`config.mk`:
```
export PLATFORM = sky130hd
export DESIGN_NAME = password_entry_lockout
export DESIGN_NICKNAME = d
export VERILOG_FILES = /design/src/rtl/pel_pkg.sv /design/src/rtl/password_entry_lockout.sv /design/src/rtl/pel_regs.sv /design/src/rtl/pel_entry.sv /design/src/rtl/pel_outq.sv
export SDC_FILE = /design/constraint.sdc
export NUM_CORES = 1
export LEC_CHECK = 0
export BUFFER_PORTS_ARGS = -buffer_cell sky130_fd_sc_hd__buf_2
export CAP_MARGIN = 20
export CORE_UTILIZATION = 40
export DETAILED_ROUTE_END_ITERATION = 10
export GPL_TIMING_DRIVEN = 0
export PLACE_DENSITY_LB_ADDON = 0.15
export SLEW_MARGIN = 20
export SYNTH_ARGS = -nofsm -noshare
export SYNTH_HDL_FRONTEND = slang
export SYNTH_SLANG_ARGS = --single-unit
```
`constraint.sdc`:
```
create_clock -name clk -period 4.5 [get_ports clk]
set_clock_uncertainty 0.1 [all_clocks]
set_input_delay 0.225 -clock clk [delete_from_list [all_inputs] [get_ports clk]]
set_output_delay 0.225 -clock clk [all_outputs]
set_load 0.01 [all_outputs]
```
`src/rtl/pel_pkg.sv`:
```
// Package for the password entry lockout block.
// Holds character codes, result kinds, register indexes, reset values and shared types.
// No dependencies.
`default_nettype none

package pel_pkg;

	localparam int CNT_W = 4;
	localparam int FAIL_W = 4;
	localparam int PW_CHARS = 10;

	localparam logic [7:0] CH_BACKSPACE = 8'd8;
	localparam logic [7:0] CH_ENTER = 8'd13;
	localparam logic [7:0] CH_STAR = 8'd42;
	localparam logic [7:0] CH_NUL = 8'd0;

	localparam logic [FAIL_W-1:0] FAIL_SAT = 4'd15;

	localparam logic [63:0] PW_FIRST8_RST = 64'd125823019607414;
	localparam logic [15:0] PW_LAST2_RST = 16'd0;
	localparam logic [3:0] PW_LEN_RST = 4'd6;
	localparam logic [3:0] MAX_FAIL_RST = 4'd3;

	typedef enum logic [1:0] {
		REG_PW_FIRST8 = 2'd0,
		REG_PW_LAST2 = 2'd1,
		REG_PW_LEN = 2'd2,
		REG_MAX_FAIL = 2'd3
	} reg_idx_t;

	typedef enum logic [1:0] {
		KIND_ECHO = 2'd0,
		KIND_ACCEPT = 2'd1,
		KIND_REJECT = 2'd2,
		KIND_LOCKED = 2'd3
	} kind_t;

	typedef enum logic [1:0] {
		MODE_ENTERING = 2'd0,
		MODE_OPEN = 2'd1,
		MODE_LOCKED = 2'd2
	} mode_t;

	typedef struct packed {
		logic [63:0] pw_first8;
		logic [15:0] pw_last2;
		logic [3:0] pw_len;
		logic [3:0] max_fail;
	} cfg_t;

	typedef struct packed {
		kind_t kind;
		logic [7:0] echo;
		logic [3:0] left;
		logic last;
	} res_t;

endpackage

`default_nettype wire

```
`src/rtl/password_entry_lockout.sv`:
```
// Password entry lockout: keypad password lock with an attempt limit.
// Flow: a character is registered in the input stage, and once the result
// queue has room its results are written into the queue, whose head is presented.
// Throughput: one character per cycle while the result queue has room; a backspace
// yields two results and holds the input side until the queue is empty.
// Reset: asynchronous, active low; registers take their defaults, mode enters.
`default_nettype none

module password_entry_lockout #(
	parameter int MAX_LEN = 10
) (
	input  wire logic         clk,
	input  wire logic         arst_n,
	// configuration port
	input  wire logic         psel,
	input  wire logic         penable,
	input  wire logic         pwrite,
	input  wire logic [4:0]   paddr,
	input  wire logic [63:0]  pwdata,
	output logic      [63:0]  prdata,
	output logic              pready,
	// character channel
	input  wire logic         rx_valid,
	output logic              rx_ready,
	input  wire logic [7:0]   rx_char,
	// result channel
	output logic              res_valid,
	input  wire logic         res_ready,
	output logic      [1:0]   result_kind,
	output logic      [7:0]   echo_char,
	output logic      [3:0]   attempts_left,
	output logic              last_of_run
);
	import pel_pkg::*;

	cfg_t cfg;

	// input stage
	logic valid_s1;
	logic [7:0] char_s1;

	// character decode and result queue
	logic adv;
	logic [1:0] nres;
	res_t res0, res1, head;
	logic [1:0] q_cnt, q_left;
	logic [2:0] q_need;

	assign pready = 1'b1;

	pel_regs u_regs (
		.clk     (clk),
		.arst_n  (arst_n),
		.psel    (psel),
		.penable (penable),
		.pwrite  (pwrite),
		.paddr   (paddr),
		.pwdata  (pwdata),
		.prdata  (prdata),
		.cfg     (cfg)
	);

	// Advance the registered character once the queue has room for all of its
	// results, counting the slot that the result side frees this cycle.
	assign q_need = {1'b0, q_left} + {1'b0, nres};
	assign adv = valid_s1 && (q_need <= 3'd2);
	assign rx_ready = !valid_s1 || adv;

	always_ff @(posedge clk or negedge arst_n) begin
		if (!arst_n) begin
			valid_s1 <= 1'b0;
		end else if (rx_ready) begin
			valid_s1 <= rx_valid;
		end
	end

	// hold the character while it waits for queue room
	always_ff @(posedge clk) begin
		if (rx_valid && rx_ready) begin
			char_s1 <= rx_char;
		end
	end

	pel_entry #(
		.MAX_LEN (MAX_LEN)
	) u_entry (
		.clk    (clk),
		.arst_n (arst_n),
		.cfg    (cfg),
		.ch     (char_s1),
		.adv    (adv),
		.nres   (nres),
		.res0   (res0),
		.res1   (res1)
	);

	pel_outq u_outq (
		.clk      (clk),
		.arst_n   (arst_n),
		.push_n   (adv ? nres : 2'd0),
		.push0    (res0),
		.push1    (res1),
		.pop      (res_ready),
		.valid    (res_valid),
		.head     (head),
		.cnt      (q_cnt),
		.cnt_left (q_left)
	);

	assign result_kind = head.kind;
	assign echo_char = head.echo;
	assign attempts_left = head.left;
	assign last_of_run = head.last;

`ifndef SYNTHESIS
	// queue never overfills
	a_q_bound: assert property (@(posedge clk) disable iff (!arst_n)
		q_cnt <= 2'd2)
		else $error("result queue holds more than two transactions");

	// a backspace pair only goes into a queue that empties this cycle
	a_pair_room: assert property (@(posedge clk) disable iff (!arst_n)
		(adv && nres == 2'd2) |-> (q_left == 2'd0))
		else $error("result pair pushed into an occupied queue");

	// a lone queued result always closes its run
	a_lone_last: assert property (@(posedge clk) disable iff (!arst_n)
		(q_cnt == 2'd1) |-> last_of_run)
		else $error("single queued result is not last of run");
`endif

endmodule

`default_nettype wire

```
`src/rtl/pel_regs.sv`:
```
// APB-style configuration registers of the password entry lockout block.
// Depends on pel_pkg for register indexes, reset values and the cfg_t struct.
`default_nettype none

module pel_regs (
	input  wire logic         clk,
	input  wire logic         arst_n,
	input  wire logic         psel,
	input  wire logic         penable,
	input  wire logic         pwrite,
	input  wire logic [4:0]   paddr,
	input  wire logic [63:0]  pwdata,
	output logic      [63:0]  prdata,
	output pel_pkg::cfg_t     cfg
);
	import pel_pkg::*;

	cfg_t cfg_q;
	logic wr_en;
	reg_idx_t idx;

	assign wr_en = psel && penable && pwrite;
	assign idx = reg_idx_t'(paddr[4:3]);
	assign cfg = cfg_q;

	always_ff @(posedge clk or negedge arst_n) begin
		if (!arst_n) begin
			cfg_q.pw_first8 <= PW_FIRST8_RST;
			cfg_q.pw_last2 <= PW_LAST2_RST;
			cfg_q.pw_len <= PW_LEN_RST;
			cfg_q.max_fail <= MAX_FAIL_RST;
		end else if (wr_en) begin
			unique case (idx)
				REG_PW_FIRST8: cfg_q.pw_first8 <= pwdata;
				REG_PW_LAST2:  cfg_q.pw_last2 <= pwdata[15:0];
				REG_PW_LEN:    cfg_q.pw_len <= pwdata[3:0];
				REG_MAX_FAIL:  cfg_q.max_fail <= pwdata[3:0];
				default: ;
			endcase
		end
	end

	always_comb begin
		unique case (idx)
			REG_PW_FIRST8: prdata = cfg_q.pw_first8;
			REG_PW_LAST2:  prdata = {48'd0, cfg_q.pw_last2};
			REG_PW_LEN:    prdata = {60'd0, cfg_q.pw_len};
			REG_MAX_FAIL:  prdata = {60'd0, cfg_q.max_fail};
			default:       prdata = '0;
		endcase
	end

endmodule

`default_nettype wire

```
`src/rtl/pel_entry.sv`:
```
// Entry buffer, failure counter and mode of the password entry lockout block.
// Decides the results of one character and updates state when told to advance.
// Depends on pel_pkg.
`default_nettype none

module pel_entry #(
	parameter int MAX_LEN = 10
) (
	input  wire logic           clk,
	input  wire logic           arst_n,
	input  wire pel_pkg::cfg_t  cfg,
	input  wire logic [7:0]     ch,
	input  wire logic           adv,
	output logic      [1:0]     nres,
	output pel_pkg::res_t       res0,
	output pel_pkg::res_t       res1
);
	import pel_pkg::*;

	localparam int IDX_W = (MAX_LEN > 1) ? $clog2(MAX_LEN) : 1;

	logic [7:0] buf_q [MAX_LEN];
	logic [CNT_W-1:0] count_q, count_d;
	logic [FAIL_W-1:0] fail_q, fail_d, fail_inc;
	mode_t mode_q, mode_d;

	logic [8*PW_CHARS-1:0] pw;
	logic mism, match, store;
	logic [3:0] acc_left;

	assign pw = {cfg.pw_last2, cfg.pw_first8};

	// Compare every stored position below the count against the password.
	always_comb begin
		mism = 1'b0;
		for (int k = 0; k < MAX_LEN; k++) begin
			if (CNT_W'(k) < count_q && buf_q[k] != pw[8*k +: 8]) begin
				mism = 1'b1;
			end
		end
	end

	assign match = (cfg.pw_len <= CNT_W'(MAX_LEN)) && (count_q == cfg.pw_len) && !mism;
	assign fail_inc = (fail_q != FAIL_SAT) ? fail_q + 4'd1 : fail_q;
	assign acc_left = (fail_q < cfg.max_fail) ? cfg.max_fail - fail_q : 4'd0;

	always_comb begin
		mode_d = mode_q;
		count_d = count_q;
		fail_d = fail_q;
		store = 1'b0;
		nres = 2'd0;
		res0 = '0;
		res1 = '0;
		unique case (mode_q)
			MODE_ENTERING: begin
				if (ch == CH_BACKSPACE) begin
					if (count_q != '0) begin
						count_d = count_q - 4'd1;
						nres = 2'd2;
						res0 = '{kind: KIND_ECHO, echo: CH_BACKSPACE, left: 4'd0, last: 1'b0};
						res1 = '{kind: KIND_ECHO, echo: CH_NUL, left: 4'd0, last: 1'b1};
					end
				end else if (ch == CH_ENTER) begin
					count_d = '0;
					nres = 2'd1;
					if (match) begin
						mode_d = MODE_OPEN;
						res0 = '{kind: KIND_ACCEPT, echo: CH_NUL, left: acc_left, last: 1'b1};
					end else begin
						fail_d = fail_inc;
						if (fail_inc >= cfg.max_fail) begin
							mode_d = MODE_LOCKED;
							res0 = '{kind: KIND_LOCKED, echo: CH_NUL, left: 4'd0, last: 1'b1};
						end else begin
							res0 = '{kind: KIND_REJECT, echo: CH_NUL,
								left: cfg.max_fail - fail_inc, last: 1'b1};
						end
					end
				end else if (count_q < CNT_W'(MAX_LEN)) begin
					store = 1'b1;
					count_d = count_q + 4'd1;
					nres = 2'd1;
					res0 = '{kind: KIND_ECHO, echo: CH_STAR, left: 4'd0, last: 1'b1};
				end
			end
			// open, locked and the unused code ignore all input
			default: ;
		endcase
	end

	always_ff @(posedge clk or negedge arst_n) begin
		if (!arst_n) begin
			mode_q <= MODE_ENTERING;
			count_q <= '0;
			fail_q <= '0;
		end else if (adv) begin
			mode_q <= mode_d;
			count_q <= count_d;
			fail_q <= fail_d;
		end
	end

	// Positions at or above the count are never compared, so no clearing is needed.
	always_ff @(posedge clk) begin
		if (adv && store) begin
			buf_q[count_q[IDX_W-1:0]] <= ch;
		end
	end

endmodule

`default_nettype wire

```
`src/rtl/pel_outq.sv`:
```
// Two-entry result queue of the password entry lockout block.
// Takes up to two results at once and presents them in order. Depends on pel_pkg.
`default_nettype none

module pel_outq (
	input  wire logic           clk,
	input  wire logic           arst_n,
	input  wire logic [1:0]     push_n,
	input  wire pel_pkg::res_t  push0,
	input  wire pel_pkg::res_t  push1,
	input  wire logic           pop,
	output logic                valid,
	output pel_pkg::res_t       head,
	output logic      [1:0]     cnt,
	output logic      [1:0]     cnt_left
);
	import pel_pkg::*;

	res_t slot0_q, slot1_q, keep0;
	logic [1:0] cnt_q;

	assign cnt = cnt_q;
	assign valid = (cnt_q != 2'd0);
	assign head = slot0_q;
	// occupancy once the head leaves this cycle
	assign cnt_left = cnt_q - {1'b0, pop && valid};
	assign keep0 = (pop && valid) ? slot1_q : slot0_q;

	always_ff @(posedge clk or negedge arst_n) begin
		if (!arst_n) begin
			cnt_q <= 2'd0;
		end else begin
			cnt_q <= cnt_left + push_n;
		end
	end

	always_ff @(posedge clk) begin
		if (cnt_left == 2'd0) begin
			slot0_q <= push0;
			slot1_q <= push1;
		end else begin
			slot0_q <= keep0;
			if (push_n != 2'd0) begin
				slot1_q <= push0;
			end
		end
	end

endmodule

`default_nettype wire

```
==> results_dict.tcl, run 1 <==
set metrics [dict create \
    status "finished, final reports clean" \
    viasPerCell 4.90 \
    period_share_pct 91.8 \
    syn_to_final_growth_pct 28.3 \
    required_ns 4.56 \
    p_int_mw 4.13 \
    drive_gt1_share_pct 33.2 \
    routed_wl_um 23300 \
    cp-end-kind "flip-flop" \
    finalMaxSlewViolations 0 \
    io_pins 166 \
    dp_cells 1208 \
    yosysTopAreaCell "edfxtp_1" \
    criticalPathCategory "reg2reg" \
    maxCapViolCount 0 \
    combPwrFrac_pct 19.6 \
    cp_max_fo 11 \
    setup_ws_ns 0.369 \
    fillers 2117 \
    h-tree-depth 1 \
    grt_max_degree 54 \
    r2r_cells 12 \
    fin_area_um2 12500 \
    synthTopCellsByArea "edfxtp_1 33%, dfrtp_1 18%, mux2_2 10%" \
    synth_ff_type "edfxtp_1" \
    yosysSeqAreaShare_pct 59.1 \
    rsz0062_at_grt "false" \
    gp_congestion 0.804 \
    multiInputGateArea_um2 3790 \
    die_area_um2 25000 \
    finalSetupViolCount 0 \
    synth.top_cell.area_share_pct 32.7 \
    clk_root_buffer_cell "clkbuf_16" \
    regArea_um2 5750 \
    cts_tree "done" \
    nNetsFinal 1092 \
    grt_antenna_before_repair 0 \
    drt_iter0_drc 367 \
    vias 6489 \
    swShare_pct 27.8 \
    wl_per_cell_um 17.6 \
    postPlaceCellArea_um2 11000 \
    grt_pass1_vias 6574 \
    cts_buffers 23 \
    ys_warn_count 0 \
    rr_startpoint "char_s1[5]" \
    r2r_slack_ns 0.37 \
    rr_endpoint "u_entry.buf_q[2][0]" \
    initial_utilization_pct 41.1 \
    leakagePower_nw 5.20 \
    die_h_um 158 \
    cellPowerDensity_nw_per_um2 458 \
    grt_pass1_wl_um 36600 \
    clock_path_buffers 3 \
    slew_headroom_pct 48.3 \
    core_um2 23700 \
    avgSynthCellArea_um2 13.4 \
    hold_class "in2async" \
    ys_ff_latch 207 \
    drtPass1Iterations 5 \
    synth_cells 728 \
    gr-total-overflow 0 \
    die_w_um 158 \
    fmax_mhz 242 \
    power_mw 5.72 \
    p_sw_mw 1.59 \
    drc 0 \
    synth-edff-count 106 \
    tns_ns 0 \
    clock_sinks 207 \
    pre_cts_ws_ns 0.191 \
    fin_crit_ns 4.13 \
    ir_drop_v 0.000275 \
    drtAntennaViolNets 0 \
    netlist_area_um2 9730 \
    critPathLaunchType "flip-flop" \
    layout_common_cells "155 x buf_2, 106 x edfxtp_1, 88 x mux2_2" \
    arrival_ns 4.19 \
    grt_usage_pct 19.4 \
    worst_pin_slew_ns 0.776 \
    rows 56 \
    clk_pin_slew_worst_paths_ns 0.06 \
    insertion_delay_ns 0.51 \
    n_antenna_cell 0 \
    hpwl_um 16400 \
    final_common_cell "buf_2" \
    pwr-share-seq_pct 47.6 \
    synthDistinctLibCells 48 \
    async_reset_ff_share_pct 48.8 \
    cp-endpoint "u_entry.buf_q[2][0]" \
    portBuffers 156 \
    startpoint "char_s1[5]" \
    finalNonFillerCells 1325 \
    pwr-share-clk_pct 32.8 \
    hold_violations 0 \
]
## synth_stat cells, drive strengths merged (5+ instances only)
cell type    n
a21o         7
a21oi       16
and2        53
and3        12
buf          9
clkbuf      20
dfrtp       70
dfstp       31
edfxtp     106
ha          16
inv         19
mux2        88
mux2i       22
nand2       29
nand3        9
nand4       22
nor2        42
nor3         5
o21ai       24
xnor2       77
xor2        13
## metal layers
layer,vias to the layer above,GRT usage [%],part of all wire (%)
met4,0,3.98,1.5
met5,-,0,0
li1,3114,-,-
met3,31,3.04,4.2
met2,176,32.6,47
met1,3168,26.6,47
## critical path, stage by stage (launching register included)
cell      delay, ns
edfxtp_1       0.65
nor4_1         0.43
nand3b_1       0.19
o21ai_0        0.19
o21ai_1        0.09
nand2_1        0.18
inv_1          0.09
ha_1           0.19
fa_1           0.44
a21oi_1        0.21
nand2_1        0.17
nor2_1         0.37
and3_1         0.49
## area by class of cell
| cell class | count | share of cell area, % |
|---|---|---|
| buffer | 29 | 1.14 |
| clock buffer | 33 | 5.57 |
| clock inverter | 9 | 0.591 |
| inverter | 19 | 0.571 |
| multi-input combinational | 477 | 30.4 |
| sequential | 207 | 46.0 |
| tap | 319 | 3.20 |
| timing repair buffer | 232 | 12.5 |
## metrics by stage
| step | util, % | hold slack, ns |
|---|---|---|
| after floorplan | - | -0.171 |
| after global placement | 46.1 | 0.308 |
| after detailed placement | 46.3 | 0.107 |
| after CTS | 52.6 | 0.130 |
| after global routing | 52.7 | 0.145 |
| final | 52.7 | 0.119 |
## state kept, by name, summed over array words and instances, names as in the netlist
| register | count |
|---|---|
| char_s1 | 8 |
| u_entry.buf_q | 80 |
| u_entry.count_q | 4 |
| u_entry.fail_q | 4 |
| u_entry.mode_q | 2 |
| u_outq.cnt | 2 |
| u_outq.head | 9 |
| u_outq.slot1_q | 9 |
| u_regs.cfg | 88 |
| valid_s1 | 1 |
## how the worst min path moves through the flow
stage / end / slack, ns / cells past startpoint
5_1_grt: u_regs.cfg[42] / 0.14 / 2
2_1_floorplan: u_entry.count_q[0] / -0.17 / 0
3_3_place_gp: char_s1[4] / 0.31 / 1
6_report: u_regs.cfg[42] / 0.12 / 2
3_5_place_dp: u_regs.cfg[42] / 0.11 / 1
4_1_cts: u_regs.cfg[42] / 0.13 / 2
## kinds of logic after synthesis
logic type | after synthesis | share of synthesized area (%)
compound gates | 61 | 4.15
xor+xnor | 90 | 8.10
fa+ha+maj | 19 | 2.67
buf+inv | 48 | 2.20
flops | 207 | 59.1
mux | 114 | 13.4
other cells | 2 | 0.0772
simple gates | 187 | 10.3
## power groups by stage
stage,Clock [mW],Sequential [mW],Combinational (mW)
after floorplan,0,2.66,0.738
after global routing,2.00,2.77,1.25
final,1.88,2.72,1.12
after detailed placement,0,2.78,1.07
after CTS,1.92,2.74,1.12
after global placement,0,2.77,1.06
## timing repair
item | in CTS | in global routing
hold buffers | 74 | 0
endpoints found under the hold margin | 155 | 0
resized for setup | 0 | 3
endpoints found under the setup margin | 0 | 53
setup buffers | 0 | 1
Note: power is estimated with default switching activity, not from simulation.
==> run 2: changes to the inputs <==
SETUP_SLACK_MARGIN = 0.5   (was not set)
==> run 2 against run 1 <==
Effect of this change: via count fell by 0.39%; die area did not move; largest cell class unchanged; sequential share of layout area down 0.35 points; highest routed layer unchanged; critical path type unchanged; final area increased by 0.77%; first-iteration DRC count is 3.5% lower; clock-buffer cell count is the same; critical path depth stayed put; sequential power barely moved; global-route usage is 0.14 points higher; wire length rose by 0.78%; sequential cell count stayed put; non-clock buffer count rose by 8.
==> results_dict.tcl, run 2 (synthesis results as in run 1) <==
set metrics [dict create \
    initial_utilization_pct 41.1 \
    grt_pass1_wl_um 36800 \
    nNetsFinal 1100 \
    combPwrFrac_pct 20.5 \
    criticalPathCategory "reg2reg" \
    gp_congestion 0.804 \
    worst_pin_slew_ns 0.770 \
    power_mw 5.74 \
    clock_sinks 207 \
    gr-total-overflow 0 \
    required_ns 4.59 \
    clock_path_buffers 3 \
    hpwl_um 16400 \
    die_area_um2 25000 \
    drtPass1Iterations 4 \
    finalMaxSlewViolations 0 \
    rows 56 \
    drt_iter0_drc 354 \
    syn_to_final_growth_pct 29.3 \
    drc 0 \
    insertion_delay_ns 0.51 \
    viasPerCell 4.85 \
    grt_pass1_vias 6587 \
    drtAntennaViolNets 0 \
    fillers 2112 \
    maxCapViolCount 0 \
    die_w_um 158 \
    pwr-share-clk_pct 32.6 \
    pwr-share-seq_pct 46.9 \
    largest-register "u_regs.cfg" \
    cp-end-kind "flip-flop" \
    clk_pin_slew_worst_paths_ns 0.06 \
    fin_crit_ns 3.73 \
    cts_tree "done" \
    p_sw_mw 1.59 \
    cellPowerDensity_nw_per_um2 456 \
    fmax_mhz 268 \
    wl_per_cell_um 17.6 \
    swShare_pct 27.8 \
    cts_buffers 23 \
    clk_root_buffer_cell "clkbuf_16" \
    p_int_mw 4.15 \
    core_um2 23700 \
    vias 6464 \
    grt_antenna_before_repair 0 \
    io_pins 166 \
    cp_max_fo 8 \
    ir_drop_v 0.000274 \
    die_h_um 158 \
    period_share_pct 83.0 \
    largest_reg_flops 88 \
    leakagePower_nw 5.24 \
    hold_violations 0 \
    tns_ns 0 \
    finalSetupViolCount 0 \
    grt_usage_pct 19.6 \
    n_antenna_cell 0 \
    grt_max_degree 54 \
    layout_common_cells "155 x buf_2, 106 x edfxtp_1, 88 x mux2_2" \
    critPathLaunchType "flip-flop" \
    status "finished, final reports clean" \
    drive_gt1_share_pct 34.9 \
    slew_headroom_pct 48.6 \
    hold_class "in2async" \
    final_common_cell "buf_2" \
    h-tree-depth 1 \
    portBuffers 156 \
    rsz0062_at_grt "false" \
    arrival_ns 3.83 \
    routed_wl_um 23500 \
]
## run 2: repair_timing
action / CTS / global route
endpoints found under the setup margin: 90 / 89
gates resized for setup: 4 / 16
hold buffers: 74 / 0
endpoints found under the hold margin: 155 / 0
setup buffers: 4 / 5
## run 2: per-stage QoR
step	std cells	hold WS [ns]	cell area, um2	setup WS (ns)	util, %
6_report	1333	0.117	12600	0.766	53.1
5_1_grt	1333	0.145	12600	0.532	53.1
4_1_cts	1328	0.130	12500	0.563	52.8
3_5_place_dp	1208	0.107	11000	0.191	46.3
3_3_place_gp	1207	0.308	10900	0.203	46.1
2_1_floorplan	732	-0.171	9740	1.13	-
## run 2: final cells by class
cell class	instances	area, um2	share of cell area [%]
timing repair buffer	240	1620	12.9
inverter	19	71.3	0.567
sequential	207	5750	45.7
buffer	29	145	1.15
clock inverter	9	73.8	0.587
clock buffer	33	696	5.53
multi-input combinational	477	3830	30.4
tap	319	399	3.17
## run 2: path summary, 6_finish.rpt
kind / start / end / slack, ns / depth (start not counted)
setup / recovery: char_s1[7] / u_entry.buf_q[2][7] / 0.77 / 12
hold / removal: arst_n / u_regs.cfg[42] / 0.12 / 2
setup reg to reg: char_s1[7] / u_entry.buf_q[2][7] / 0.77 / 12
hold reg to reg: u_entry.mode_q[0] / u_entry.mode_q[0] / 0.39 / 2
max in group asynchronous: arst_n / u_regs.cfg[68] / 3.47 / 3
min in group clk: res_ready / u_outq.slot1_q[8] / 0.29 / 4
## run 2: worst max-delay path, stage by stage, from the launching register on
cell and delay [ns]:
edfxtp_1 0.49, nor4_2 0.29, and3b_1 0.26, a21oi_1 0.09
o21ai_1 0.15, nand2_1 0.16, inv_1 0.13, ha_1 0.16
fa_1 0.41, a21oi_1 0.22, nand2_1 0.19, nor2_1 0.37
and3_2 0.39
## run 2: power groups by stage
stage	logic [mW]	registers [mW]	clock network, mW
after detailed placement	1.07	2.78	0
after global placement	1.06	2.77	0
final	1.17	2.69	1.87
after CTS	1.17	2.71	1.92
after global routing	1.31	2.74	2.00
after floorplan	0.738	2.66	0
## run 2: per-layer routing
layer  wire (um)  part of all wire (%)  up-vias  GRT usage, %
li1            -                     -     3132             -
met1       11100                    47     3132          26.7
met2       10900                    46      171          32.6
met4         338                   1.4        0          3.98
met5           0                     0        -             0
met3        1210                   5.2       29          3.42
